--- src/hw/rtl/ordat_pkg.sv ---
// Shared types and codes for the ordered array table.
// Item structs, request codes and status codes; no dependencies.
`timescale 1ns / 1ps

package ordat_pkg;

  // Request codes
  localparam logic [3:0] REQ_ADD_FIRST = 4'd0;
  localparam logic [3:0] REQ_ADD_LAST  = 4'd1;
  localparam logic [3:0] REQ_INSERT_AT = 4'd2;
  localparam logic [3:0] REQ_DEL_FIRST = 4'd3;
  localparam logic [3:0] REQ_DEL_LAST  = 4'd4;
  localparam logic [3:0] REQ_DEL_VALUE = 4'd5;
  localparam logic [3:0] REQ_DEL_AT    = 4'd6;
  localparam logic [3:0] REQ_CONTAINS  = 4'd7;
  localparam logic [3:0] REQ_READ      = 4'd8;
  localparam logic [3:0] REQ_SWAP      = 4'd9;
  localparam logic [3:0] REQ_CLEAR     = 4'd10;

  // Status codes
  localparam logic [2:0] ST_OK       = 3'd0;
  localparam logic [2:0] ST_RANGE    = 3'd1;
  localparam logic [2:0] ST_NOTFOUND = 3'd2;
  localparam logic [2:0] ST_FULL     = 3'd3;
  localparam logic [2:0] ST_EMPTY    = 3'd4;

  typedef struct packed {
    logic [3:0]         req_type;
    logic signed [31:0] value;
    logic [6:0]         position;
    logic [5:0]         other_position;
  } ordat_in_t;

  typedef struct packed {
    logic [2:0]         status;
    logic [5:0]         found_index;
    logic signed [31:0] read_word;
    logic [6:0]         entry_count;
  } ordat_out_t;

endpackage

--- src/hw/rtl/ordat_ram.sv ---
// Entry storage: one write port, one read port, registered read data.
// Depends on nothing beyond its parameters.
`timescale 1ns / 1ps

module ordat_ram #(
  parameter int DEPTH = 64,
  parameter int AW    = 6
) (
  input  logic          clk,
  input  logic          we,
  input  logic [AW-1:0] waddr,
  input  logic [31:0]   wdata,
  input  logic          re,
  input  logic [AW-1:0] raddr,
  output logic [31:0]   rdata
);

  logic [31:0] mem [DEPTH];

  // Write port
  always_ff @(posedge clk) begin
    if (we) begin
      mem[waddr] <= wdata;
    end
  end

  // Read port, registered read data
  always_ff @(posedge clk) begin
    if (re) begin
      rdata <= mem[raddr];
    end
  end

endmodule

--- src/hw/rtl/ordat_seq.sv ---
// Request sequencer: range checks, search and shift walks over the entry RAM.
// Uses ordat_pkg; drives the ports of ordat_ram.
`timescale 1ns / 1ps

module ordat_seq
  import ordat_pkg::*;
#(
  parameter int DEPTH = 64,
  parameter int AW    = 6,
  parameter int CW    = 7
) (
  input  logic          clk,
  input  logic          rst_n,
  input  logic          req_valid,
  output logic          req_ready,
  input  ordat_in_t     req_item,
  output logic          res_valid,
  input  logic          res_take,
  output ordat_out_t    res_item,
  output logic          mem_we,
  output logic [AW-1:0] mem_waddr,
  output logic [31:0]   mem_wdata,
  output logic          mem_re,
  output logic [AW-1:0] mem_raddr,
  input  logic [31:0]   mem_rdata
);

  localparam int WW = (CW > 7) ? CW : 7;

  typedef enum logic [3:0] {
    S_IDLE, S_EXEC, S_SCAN, S_UP, S_PUT, S_DOWN, S_RDW, S_SWA, S_SWB, S_SWC, S_DONE
  } state_t;

  state_t          state_r, state_nxt;
  logic [CW-1:0]   count_r, count_nxt;
  ordat_in_t       req_r, req_nxt;
  logic [AW-1:0]   ptr_r, ptr_nxt;
  logic [CW-1:0]   left_r, left_nxt;
  logic            pend_r, pend_nxt;
  logic [AW-1:0]   pa_r, pa_nxt;
  logic [AW-1:0]   at_r, at_nxt;
  logic [31:0]     hold_r, hold_nxt;
  logic [2:0]      status_r, status_nxt;
  logic [AW-1:0]   idx_r, idx_nxt;
  logic [31:0]     rd_r, rd_nxt;

  logic [WW-1:0]   count_w, pos_w, pos2_w, at_w, del_w;
  logic            full, empty;

  assign count_w = WW'(count_r);
  assign pos_w   = WW'(req_r.position);
  assign pos2_w  = WW'(req_r.other_position);
  assign full    = (count_r == CW'(DEPTH));
  assign empty   = (count_r == '0);

  // Insert index for the add requests
  always_comb begin
    unique case (req_r.req_type)
      REQ_ADD_FIRST: at_w = '0;
      REQ_ADD_LAST:  at_w = count_w;
      default:       at_w = pos_w;
    endcase
  end

  // Delete index for the positional delete requests
  always_comb begin
    unique case (req_r.req_type)
      REQ_DEL_FIRST: del_w = '0;
      REQ_DEL_LAST:  del_w = count_w - WW'(1);
      default:       del_w = pos_w;
    endcase
  end

  assign req_ready = (state_r == S_IDLE);
  assign res_valid = (state_r == S_DONE);

  always_comb begin
    res_item.status      = status_r;
    res_item.found_index = 6'(idx_r);
    res_item.read_word   = rd_r;
    res_item.entry_count = 7'(count_r);
  end

  // Next-state logic and RAM control
  always_comb begin
    state_nxt  = state_r;
    count_nxt  = count_r;
    req_nxt    = req_r;
    ptr_nxt    = ptr_r;
    left_nxt   = left_r;
    pend_nxt   = 1'b0;
    pa_nxt     = pa_r;
    at_nxt     = at_r;
    hold_nxt   = hold_r;
    status_nxt = status_r;
    idx_nxt    = idx_r;
    rd_nxt     = rd_r;
    mem_we     = 1'b0;
    mem_waddr  = '0;
    mem_wdata  = '0;
    mem_re     = 1'b0;
    mem_raddr  = '0;

    unique case (state_r)
      S_IDLE: begin
        if (req_valid) begin
          req_nxt    = req_item;
          status_nxt = ST_OK;
          idx_nxt    = '0;
          rd_nxt     = '0;
          state_nxt  = S_EXEC;
        end
      end

      S_EXEC: begin
        state_nxt = S_DONE;
        unique case (req_r.req_type)
          REQ_ADD_FIRST, REQ_ADD_LAST, REQ_INSERT_AT: begin
            if (full) begin
              status_nxt = ST_FULL;
            end else if (at_w > count_w) begin
              status_nxt = ST_RANGE;
            end else begin
              // Walk from the last entry down to the insert index
              at_nxt    = AW'(at_w);
              left_nxt  = CW'(count_w - at_w);
              ptr_nxt   = AW'(count_w - WW'(1));
              state_nxt = S_UP;
            end
          end
          REQ_DEL_FIRST, REQ_DEL_LAST, REQ_DEL_AT: begin
            if (empty) begin
              status_nxt = ST_EMPTY;
            end else if (del_w >= count_w) begin
              status_nxt = ST_RANGE;
            end else begin
              idx_nxt   = AW'(del_w);
              left_nxt  = CW'(count_w - WW'(1) - del_w);
              ptr_nxt   = AW'(del_w + WW'(1));
              state_nxt = S_DOWN;
            end
          end
          REQ_DEL_VALUE, REQ_CONTAINS: begin
            if (empty && req_r.req_type == REQ_DEL_VALUE) begin
              status_nxt = ST_EMPTY;
            end else begin
              ptr_nxt   = '0;
              left_nxt  = count_r;
              state_nxt = S_SCAN;
            end
          end
          REQ_READ: begin
            if (pos_w >= count_w) begin
              status_nxt = ST_RANGE;
            end else begin
              mem_re    = 1'b1;
              mem_raddr = AW'(pos_w);
              state_nxt = S_RDW;
            end
          end
          REQ_SWAP: begin
            if (pos_w >= count_w || pos2_w >= count_w) begin
              status_nxt = ST_RANGE;
            end else begin
              mem_re    = 1'b1;
              mem_raddr = AW'(pos_w);
              state_nxt = S_SWA;
            end
          end
          REQ_CLEAR: begin
            count_nxt = '0;
          end
          default: begin
          end
        endcase
      end

      S_SCAN: begin
        if (pend_r && mem_rdata == req_r.value) begin
          // First match found
          idx_nxt = pa_r;
          if (req_r.req_type == REQ_DEL_VALUE) begin
            left_nxt  = CW'(count_w - WW'(1) - WW'(pa_r));
            ptr_nxt   = pa_r + AW'(1);
            state_nxt = S_DOWN;
          end else begin
            state_nxt = S_DONE;
          end
        end else if (left_r != '0) begin
          mem_re    = 1'b1;
          mem_raddr = ptr_r;
          pend_nxt  = 1'b1;
          pa_nxt    = ptr_r;
          ptr_nxt   = ptr_r + AW'(1);
          left_nxt  = left_r - CW'(1);
        end else if (!pend_r) begin
          status_nxt = ST_NOTFOUND;
          state_nxt  = S_DONE;
        end
      end

      S_UP: begin
        // Move each entry one place up
        if (pend_r) begin
          mem_we    = 1'b1;
          mem_waddr = pa_r + AW'(1);
          mem_wdata = mem_rdata;
        end
        if (left_r != '0) begin
          mem_re    = 1'b1;
          mem_raddr = ptr_r;
          pend_nxt  = 1'b1;
          pa_nxt    = ptr_r;
          ptr_nxt   = ptr_r - AW'(1);
          left_nxt  = left_r - CW'(1);
        end else begin
          state_nxt = S_PUT;
        end
      end

      S_PUT: begin
        mem_we    = 1'b1;
        mem_waddr = at_r;
        mem_wdata = req_r.value;
        count_nxt = count_r + CW'(1);
        state_nxt = S_DONE;
      end

      S_DOWN: begin
        // Move each entry one place down over the removed slot
        if (pend_r) begin
          mem_we    = 1'b1;
          mem_waddr = pa_r - AW'(1);
          mem_wdata = mem_rdata;
        end
        if (left_r != '0) begin
          mem_re    = 1'b1;
          mem_raddr = ptr_r;
          pend_nxt  = 1'b1;
          pa_nxt    = ptr_r;
          ptr_nxt   = ptr_r + AW'(1);
          left_nxt  = left_r - CW'(1);
        end else begin
          count_nxt = count_r - CW'(1);
          state_nxt = S_DONE;
        end
      end

      S_RDW: begin
        rd_nxt    = mem_rdata;
        state_nxt = S_DONE;
      end

      S_SWA: begin
        hold_nxt  = mem_rdata;
        mem_re    = 1'b1;
        mem_raddr = AW'(pos2_w);
        state_nxt = S_SWB;
      end

      S_SWB: begin
        mem_we    = 1'b1;
        mem_waddr = AW'(pos_w);
        mem_wdata = mem_rdata;
        state_nxt = S_SWC;
      end

      S_SWC: begin
        mem_we    = 1'b1;
        mem_waddr = AW'(pos2_w);
        mem_wdata = hold_r;
        state_nxt = S_DONE;
      end

      S_DONE: begin
        if (res_take) begin
          state_nxt = S_IDLE;
        end
      end

      default: begin
        state_nxt = S_IDLE;
      end
    endcase
  end

  // Hold state, count and result fields
  always_ff @(posedge clk) begin
    if (!rst_n) begin
      state_r <= S_IDLE;
      count_r <= '0;
      pend_r  <= 1'b0;
    end else begin
      state_r <= state_nxt;
      count_r <= count_nxt;
      pend_r  <= pend_nxt;
    end
    req_r    <= req_nxt;
    ptr_r    <= ptr_nxt;
    left_r   <= left_nxt;
    pa_r     <= pa_nxt;
    at_r     <= at_nxt;
    hold_r   <= hold_nxt;
    status_r <= status_nxt;
    idx_r    <= idx_nxt;
    rd_r     <= rd_nxt;
  end

endmodule

--- src/hw/rtl/ordered_array_table.sv ---
// Ordered array table: packed table of signed words with insert, delete,
// search, read, swap and clear requests.
//
// Input channel in_valid/in_ready/in_item carries one request item; output
// channel out_valid/out_ready/out_item returns one result item per request:
// status, found index, read word and entry count after the request.
// One request is worked on at a time. Clear, unknown codes and full, empty
// or index errors finish without touching the RAM; read and swap go through
// the RAM read port; add/insert at index a shifts the entries from a up by
// one, delete at index a shifts the entries after a down by one, and
// contains and delete by value scan from index 0 for the first match.
// The entry RAM has one read and one write port; the shift and search walks
// move one entry per cycle through it.
// A finished result sits in an output register, so the next request is
// accepted while the receiver stalls; that request then waits for the
// register to drain. Reset empties the table (count to zero); entry contents
// are not cleared and need no clearing pass.
// Uses ordat_pkg, ordat_seq and ordat_ram.
`timescale 1ns / 1ps

module ordered_array_table
  import ordat_pkg::*;
#(
  parameter int DEPTH = 64
) (
  input  logic       clk,
  input  logic       rst_n,
  input  logic       in_valid,
  output logic       in_ready,
  input  ordat_in_t  in_item,
  output logic       out_valid,
  input  logic       out_ready,
  output ordat_out_t out_item
);

  localparam int AW = $clog2(DEPTH);
  localparam int CW = $clog2(DEPTH + 1);

  logic          res_valid;
  logic          res_take;
  ordat_out_t    res_item;
  logic          mem_we;
  logic [AW-1:0] mem_waddr;
  logic [31:0]   mem_wdata;
  logic          mem_re;
  logic [AW-1:0] mem_raddr;
  logic [31:0]   mem_rdata;

  logic          out_valid_r;
  ordat_out_t    out_item_r;

  ordat_seq #(
    .DEPTH (DEPTH),
    .AW    (AW),
    .CW    (CW)
  ) u_seq (
    .clk       (clk),
    .rst_n     (rst_n),
    .req_valid (in_valid),
    .req_ready (in_ready),
    .req_item  (in_item),
    .res_valid (res_valid),
    .res_take  (res_take),
    .res_item  (res_item),
    .mem_we    (mem_we),
    .mem_waddr (mem_waddr),
    .mem_wdata (mem_wdata),
    .mem_re    (mem_re),
    .mem_raddr (mem_raddr),
    .mem_rdata (mem_rdata)
  );

  ordat_ram #(
    .DEPTH (DEPTH),
    .AW    (AW)
  ) u_ram (
    .clk   (clk),
    .we    (mem_we),
    .waddr (mem_waddr),
    .wdata (mem_wdata),
    .re    (mem_re),
    .raddr (mem_raddr),
    .rdata (mem_rdata)
  );

  // Output register takes a result when empty or draining
  assign res_take = !out_valid_r || out_ready;

  always_ff @(posedge clk) begin
    if (!rst_n) begin
      out_valid_r <= 1'b0;
    end else if (res_take) begin
      out_valid_r <= res_valid;
    end
    if (res_take && res_valid) begin
      out_item_r <= res_item;
    end
  end

  assign out_valid = out_valid_r;
  assign out_item  = out_item_r;

endmodule
--- config.mk ---
export PLATFORM = sky130hd
export DESIGN_NAME = ordered_array_table
export DESIGN_NICKNAME = d
export VERILOG_FILES = /design/src/hw/rtl/ordat_pkg.sv /design/src/hw/rtl/ordat_ram.sv /design/src/hw/rtl/ordat_seq.sv /design/src/hw/rtl/ordered_array_table.sv
export SDC_FILE = /design/constraint.sdc
export NUM_CORES = 2
export LEC_CHECK = 0
export CAP_MARGIN = 40
export CELL_PAD_IN_SITES_DETAIL_PLACEMENT = 0
export CELL_PAD_IN_SITES_GLOBAL_PLACEMENT = 1
export CORE_ASPECT_RATIO = 1.5
export CORE_MARGIN = 5
export CORE_UTILIZATION = 50
export DETAILED_ROUTE_END_ITERATION = 8
export DONT_BUFFER_PORTS = 1
export HOLD_SLACK_MARGIN = 0.15
export PLACE_DENSITY = 0.77
export SLEW_MARGIN = 20
export SYNTH_ARGS = -nofsm -noshare
export SYNTH_HDL_FRONTEND = slang
export SYNTH_SLANG_ARGS = --single-unit
--- constraint.sdc ---
create_clock -name clk -period 12.4 [get_ports clk]
set_clock_uncertainty 0.05 [all_clocks]
set_input_delay 0.62 -clock clk [delete_from_list [all_inputs] [get_ports clk]]
set_output_delay 0.62 -clock clk [all_outputs]
set_load 0.1 [all_outputs]
After elaboration in Yosys (flattened, before gate mapping)
Memories as Yosys holds them, arrays and structs flattened. A register that Yosys moved wholly into a read port is not among the register bits.
Index checks and enable logic that the tools add are counted.
Widths: inputs -> output; s select.
{"block": "op_classes", "muxes": 89, "order_cmp": 4, "reduce_logical": 32, "add_sub_neg": 11, "eq_ne": 50, "n_bitwise": 2}
{"operator": "$mux 6", "count": 22}
{"operator": "$pmux 32 s4", "count": 1}
{"operator": "$mux 7", "count": 10}
{"operator": "$mux 32", "count": 2}
{"operator": "$pmux 32 s2", "count": 1}
{"operator": "$pmux 7 s3", "count": 3}
{"operator": "$mux 4", "count": 15}
{"operator": "$pmux 6 s4", "count": 2}
{"operator": "$pmux 4 s9", "count": 1}
{"operator": "$pmux 6 s3", "count": 2}
{"operator": "$mux 3", "count": 11}
{"operator": "$eq 32x32->1", "count": 1}
{"operator": "$eq 4x3->1 const B", "count": 8}
{"operator": "$pmux 6 s5", "count": 1}
{"operator": "$pmux 7 s2", "count": 2}
{"operator": "$eq 4x4->1 const B", "count": 6}
{"operator": "$pmux 6 s2", "count": 2}
{"operator": "$ne 2x2->1 const B", "count": 10}
{"operator": "$pmux 4 s5", "count": 1}
{"operator": "$add 6x1->6 const B", "count": 3}
{"operator": "$ne 3x3->1 const B", "count": 6}
{"operator": "$eq 4x2->1 const B", "count": 4}
{"operator": "$ne 3x2->1 const B", "count": 5}
{"operator": "$pmux 3 s5", "count": 1}
{"operator": "37 further kinds", "count": 68}
{"block": "totals", "ramBits": 2048, "inputBits": 53, "memories": 1, "register_bits": 208}
{"memory": "u_ram.mem", "depth": 64, "word_bits": 32, "read_ports": 1, "rd_ports_with_merged_regs": 1, "write_ports": 1, "line": "ordat_ram.sv:18", "rtl": "logic [31:0] mem [DEPTH];"}

Longest topological paths before layout
{"block": "depth", "word_depth": 7, "mapped_depth": 18, "ltp_nobuf": 17}

Hierarchy
A second synthesis with hierarchy kept.
{"block": "unflattened", "cells_unflattened": 4467, "hier_area_um2": 90406.7}
{"mod": "ordat_ram", "instances": 1, "area_per_inst_um2": 79359.9, "cells_per_inst": 3511}
{"mod": "ordat_seq", "instances": 1, "area_per_inst_um2": 9547.9, "cells_per_inst": 903}
{"mod": "ordered_array_table", "instances": 1, "area_per_inst_um2": 1498.9, "cells_per_inst": 53}

Worst setup path before layout
No wires, ideal clock.
{"block": "synth_path", "path_kind": "register to register", "from": "register u_seq.state_r[1]", "to": "register u_seq.rd_r[0] (enable)", "slack_ns": 6.174, "required_time_ns": 11.975, "stages_incl_launch_ff": 6, "period_less_slack_ns": 6.226, "setup_ns": 0.375, "arrival_time_ns": 5.801, "n_path_buf": 2, "cell_sequence": "dfxtp_1 -> clkbuf_1 -> clkbuf_1 -> nor4_1 -> and2_1 -> or2_2"}
{"block": "synth_via", "elab_chain_cells": 3, "elab_cells_between_ends": 5, "cone_classes": "eq/ne (2); reduce/logical (3)"}
{"element": "from (decl)", "line": "ordat_seq.sv:34", "rtl": "state_t state_r, state_nxt;"}
{"element": "from (signal assigned)", "line": "ordat_seq.sv:294", "rtl": "state_r <= state_nxt;"}
{"element": "$logic_not 4->1 (*)"}
{"element": "net in_ready", "line": "ordered_array_table.sv:29", "rtl": "output logic in_ready,"}
{"element": "$ne 2x2->1 (no source line) or $reduce_bool 2->1 (tied branches)"}
{"element": "$reduce_and 2->1 (no source line) (*)"}
{"element": "to (signal assigned)", "line": "ordat_seq.sv:306", "rtl": "rd_r <= rd_nxt;"}
{"element": "to (decl)", "line": "ordat_seq.sv:45", "rtl": "logic [31:0] rd_r, rd_nxt;"}
The timed path passes the listed nets; every way through them passes the cells marked *.
A chain may end at the register's enable or synchronous reset.

Final worst setup path
{"block": "layout_path", "from": "register u_seq.count_r[5]", "to": "register u_ram.rdata[23] (read register of u_ram.mem) (data pin)"}
{"block": "layout_via", "elab_chain_cells": 5, "elab_cells_between_ends": 11, "cone_classes": "order compare (2); mux (8); reduce/logical (1)"}
{"element": "from (decl)", "line": "ordat_seq.sv:35", "rtl": "logic [CW-1:0] count_r, count_nxt;"}
{"element": "from (signal assigned)", "line": "ordat_seq.sv:295", "rtl": "count_r <= count_nxt;"}
{"element": "$ge 7x7->1 or $ge 6x7->1 (tied branches)", "line": "ordat_seq.sv:153, ordat_seq.sv:162"}
{"element": "$logic_or 1x1->1", "line": "ordat_seq.sv:162", "rtl": "if (pos_w >= count_w || pos2_w >= count_w) begin"}
{"element": "$mux 6 or $mux 1 (tied branches)", "line": "ordat_seq.sv:162"}
{"element": "$pmux 6 s2 or $pmux 1 s2 (tied branches)", "line": "ordat_seq.sv:117", "rtl": "unique case (req_r.req_type)"}
{"element": "$pmux 6 s4 or $pmux 1 s4 (tied branches)", "line": "ordat_seq.sv:104", "rtl": "unique case (state_r)"}
{"element": "to (decl)", "line": "ordat_ram.sv:15", "rtl": "output logic [31:0] rdata"}
Several ways; a longest one is shown, not always the timed one.

==> flow_metrics.env <==
export IMPL_status="finished clean"
export IMPL_rsz_0062_raised_after_global_routing="no"
export IMPL_total_congestion_overflow_after_global_routing=0
export IMPL_clkLatencyLatePin_ps=860
export IMPL_synth_area_leaders="edfxtp_1, nand2_1, nand3_1"
export IMPL_postSynthRegisterBits=2288
export IMPL_cap_violations=0
export IMPL_initial_utilization=0.502
export IMPL_drt_iter0_drc=7116
export IMPL_count_of_flip_flops_with_a_built_in_enable_after_synthesis=2275
export IMPL_viasPerCell=6.17
export IMPL_antenna_violations_before_repair=11
export IMPL_setup_tns_ps=0
export IMPL_maxUsedRoutingLayer="met5"
export IMPL_worstSetupEndpointType="register"
export IMPL_resized_gates_after_cts=0
export IMPL_track_usage=0.262
export IMPL_synth_sequential_area_ratio=0.749
export IMPL_timing_slew_headroom=0.246
export IMPL_total_leakage_power_nw=35.2
export IMPL_layout_drive_gt1_share=0.0880
export IMPL_grt_max_degree=167
export IMPL_vias=56912
export IMPL_post_route_min_period_ps=6190
export IMPL_yosysTopAreaCellShare=0.746
export IMPL_die_width_um=359
export IMPL_first_global_vias=55135
export IMPL_tritoncts_num_buffers=202
export IMPL_final_max_slew_viol_count=0
export IMPL_grt_first_pass_wirelength_um=374000
export IMPL_synth_most_common_cell="edfxtp_1"
export IMPL_die_area_um2=192000
export IMPL_routed_wl_per_cell_um=28.3
export IMPL_syn_mean_instance_area_um2=13.9
export IMPL_cts_htree_levels=4
export IMPL_dieHeight_um=534
export IMPL_place_inst=8798
export IMPL_met3_length_um=20400
export IMPL_crit_type="register to register"
export IMPL_worst_endpoint_arrival_ps=6700
export IMPL_cts_clk_slew_worst_paths_ps=70
export IMPL_worst_hold_path_type="input pin to register"
export IMPL_synth_net_count=6691
export IMPL_flow_area_growth_from_synthesis_pct=11.6
export IMPL_finalHoldWorstSlack_ps=361
export IMPL_core_area_um2=182000
export IMPL_met2_wirelength_um=132000
export IMPL_clk_root_buffer_cell="clkbuf_16"
export IMPL_maxClockFrequency_mhz=161
export IMPL_io_pin_count=103
export IMPL_synth_main_ff_cell="edfxtp_1"
export IMPL_synthTopCellsByCount="edfxtp_1, nand2_1, nand3_1"
export IMPL_fin_util=0.560
export IMPL_fin_ws_ps=6210
export IMPL_synth_top_area_cell="edfxtp_1"
export IMPL_power_density_cell_area_nw_per_um2=200
export IMPL_synth_cell_area_um2=91600
export IMPL_rows=192
export IMPL_wl_met1_um=96000
export IMPL_synth_cell_type_count=91
export IMPL_timing_final_setup_violations=0
export IMPL_netlist_instances=6585
export IMPL_final_hold_violation_count=0
export IMPL_critPathMaxFanout=160
export IMPL_place_port_buffers=0
export IMPL_worst_setup_path_start_kind="register"
export IMPL_layout_nets=6754
export IMPL_gp_congestion=0.884
export IMPL_clock_sink_count=2288
export IMPL_dpl_hpwl_um=138000
export IMPL_post_cts_setup_buffer_count=0
export IMPL_post_cts_hold_buffer_count=51
export IMPL_clock_tree_buffer_depth=4
export IMPL_cts_tree="built"
export IMPL_preCtsSetupSlack_ps=5890
export IMPL_synthesis_yosys_warnings=0
export IMPL_share_of_flip_flops_with_an_asynchronous_set_or_reset=0
export IMPL_postRouteAntennaNets=0
export IMPL_tightest_slew_ps=1130
export IMPL_final_cells=9227
export IMPL_peakVddDrop_uv=153
export IMPL_worstPathRequired_ps=12900
export IMPL_final_min_period_over_clock_period=0.500
export IMPL_route_final_wire_length_um=261000
export IMPL_firstDrtPassIters=6
export IMPL_drc_errors=0
logic make-up (layout without fill, tap and decap cells):
group	count (synthesis)	in the layout	synth area share
AND/OR/NAND/NOR	3000	3000	0.147
flip-flops	2288	2288	0.749
AO/OA/AOI/OAI	500	500	0.0431
buffers and inverters	477	690	0.0255
multiplexers	192	192	0.0210
XOR/XNOR	75	75	0.00717
adder cells (fa/ha/maj)	53	53	0.00749
other	0	4	0
cell type report:
type / count / area [um2]
Multi-Input combinational cell: 3820 / 21200
Antenna cell: 4 / 10.0
Inverter: 83 / 314
Clock buffer: 238 / 5230
Tap cell: 2425 / 3030
Timing Repair Buffer: 253 / 2690
Fill cell: 14076 / 80100
Clock inverter: 116 / 1100
Sequential cell: 2288 / 68600
sequential cells by signal, summed over array words and instances (netlist names), 7 cells and up:
signal,flops
out_item,48
u_seq.req_r,36
u_seq.hold_r,32
u_ram.rdata,32
u_seq.rd_r,32
u_ram.mem,2048
u_seq.pos_w,7
u_seq.left_r,7
u_seq.count_r,7
worst max-delay path, cell delays in order, from the launching register on:
cell and delay (ps):
dfxtp_1 610, inv_1 270, ha_1 360, and4_1 190, o21ai_0 100, o21ai_2 400
nor4_1 130, clkdlybuf4s18_2 270, a311oi_4 360, buf_4 380, buf_4 610, buf_12 610
mux2i_1 280, a32oi_1 70, nand4_1 150, nand4_1 290, or4_1 590
worst paths after layout:
path / from / to / slack, ps / cells past startpoint
worst max-delay path: u_seq.count_r[5] / u_ram.rdata[23] / 6210 / 16
worst min-delay path: in_item[41] / u_seq.req_r[41] / 360 / 1
worst max register to register: u_seq.count_r[5] / u_ram.rdata[23] / 6210 / 16
worst min register to register: u_seq.rd_r[7] / out_item[14] / 370 / 0
placed cells by master (no fill, tap or decap), types with 16 or more instances in the layout:
master | synthesis | final
o21ai_0 | 48 | 48
mux2i_1 | 192 | 192
a221oi_1 | 23 | 23
dlygate4sd3_1 | 0 | 51
and2_1 | 39 | 38
ha_1 | 50 | 50
clkinv_1 | 1 | 52
xor2_1 | 22 | 22
nand3_1 | 597 | 597
nor2_4 | 0 | 65
edfxtp_1 | 2275 | 2275
a21oi_1 | 53 | 53
nor3_1 | 21 | 16
a31oi_1 | 67 | 67
buf_4 | 4 | 154
bufinv_16 | 0 | 20
nand4_1 | 304 | 304
clkbuf_1 | 181 | 34
a32oi_1 | 190 | 190
nor2_1 | 132 | 67
inv_1 | 80 | 74
clkbuf_16 | 0 | 215
a222oi_1 | 37 | 37
nand2_1 | 1786 | 1786
or4_1 | 32 | 32
clkinv_2 | 0 | 37
xnor2_1 | 53 | 53
metal layers:
metal | vias up | GRT usage
li1 | 24760 | -
met1 | 28537 | 0.330
met2 | 2957 | 0.457
met3 | 656 | 0.0354
met4 | 2 | 0.116
met5 | - | 0
through the flow:
stage	area, um2	power (mW)
floorplan	91600	12.6
global placement	94500	14.2
detailed placement	94900	14.3
CTS	102000	20.4
global route	102000	21.1
finish	102000	20.4
power by group:
| part | internal, mW | switching, mW |
|---|---|---|
| registers | 9.35 | 0.247 |
| clock network | 3.42 | 2.74 |
| logic | 1.20 | 3.42 |
Note: power is estimated with default switching activity, not from simulation.
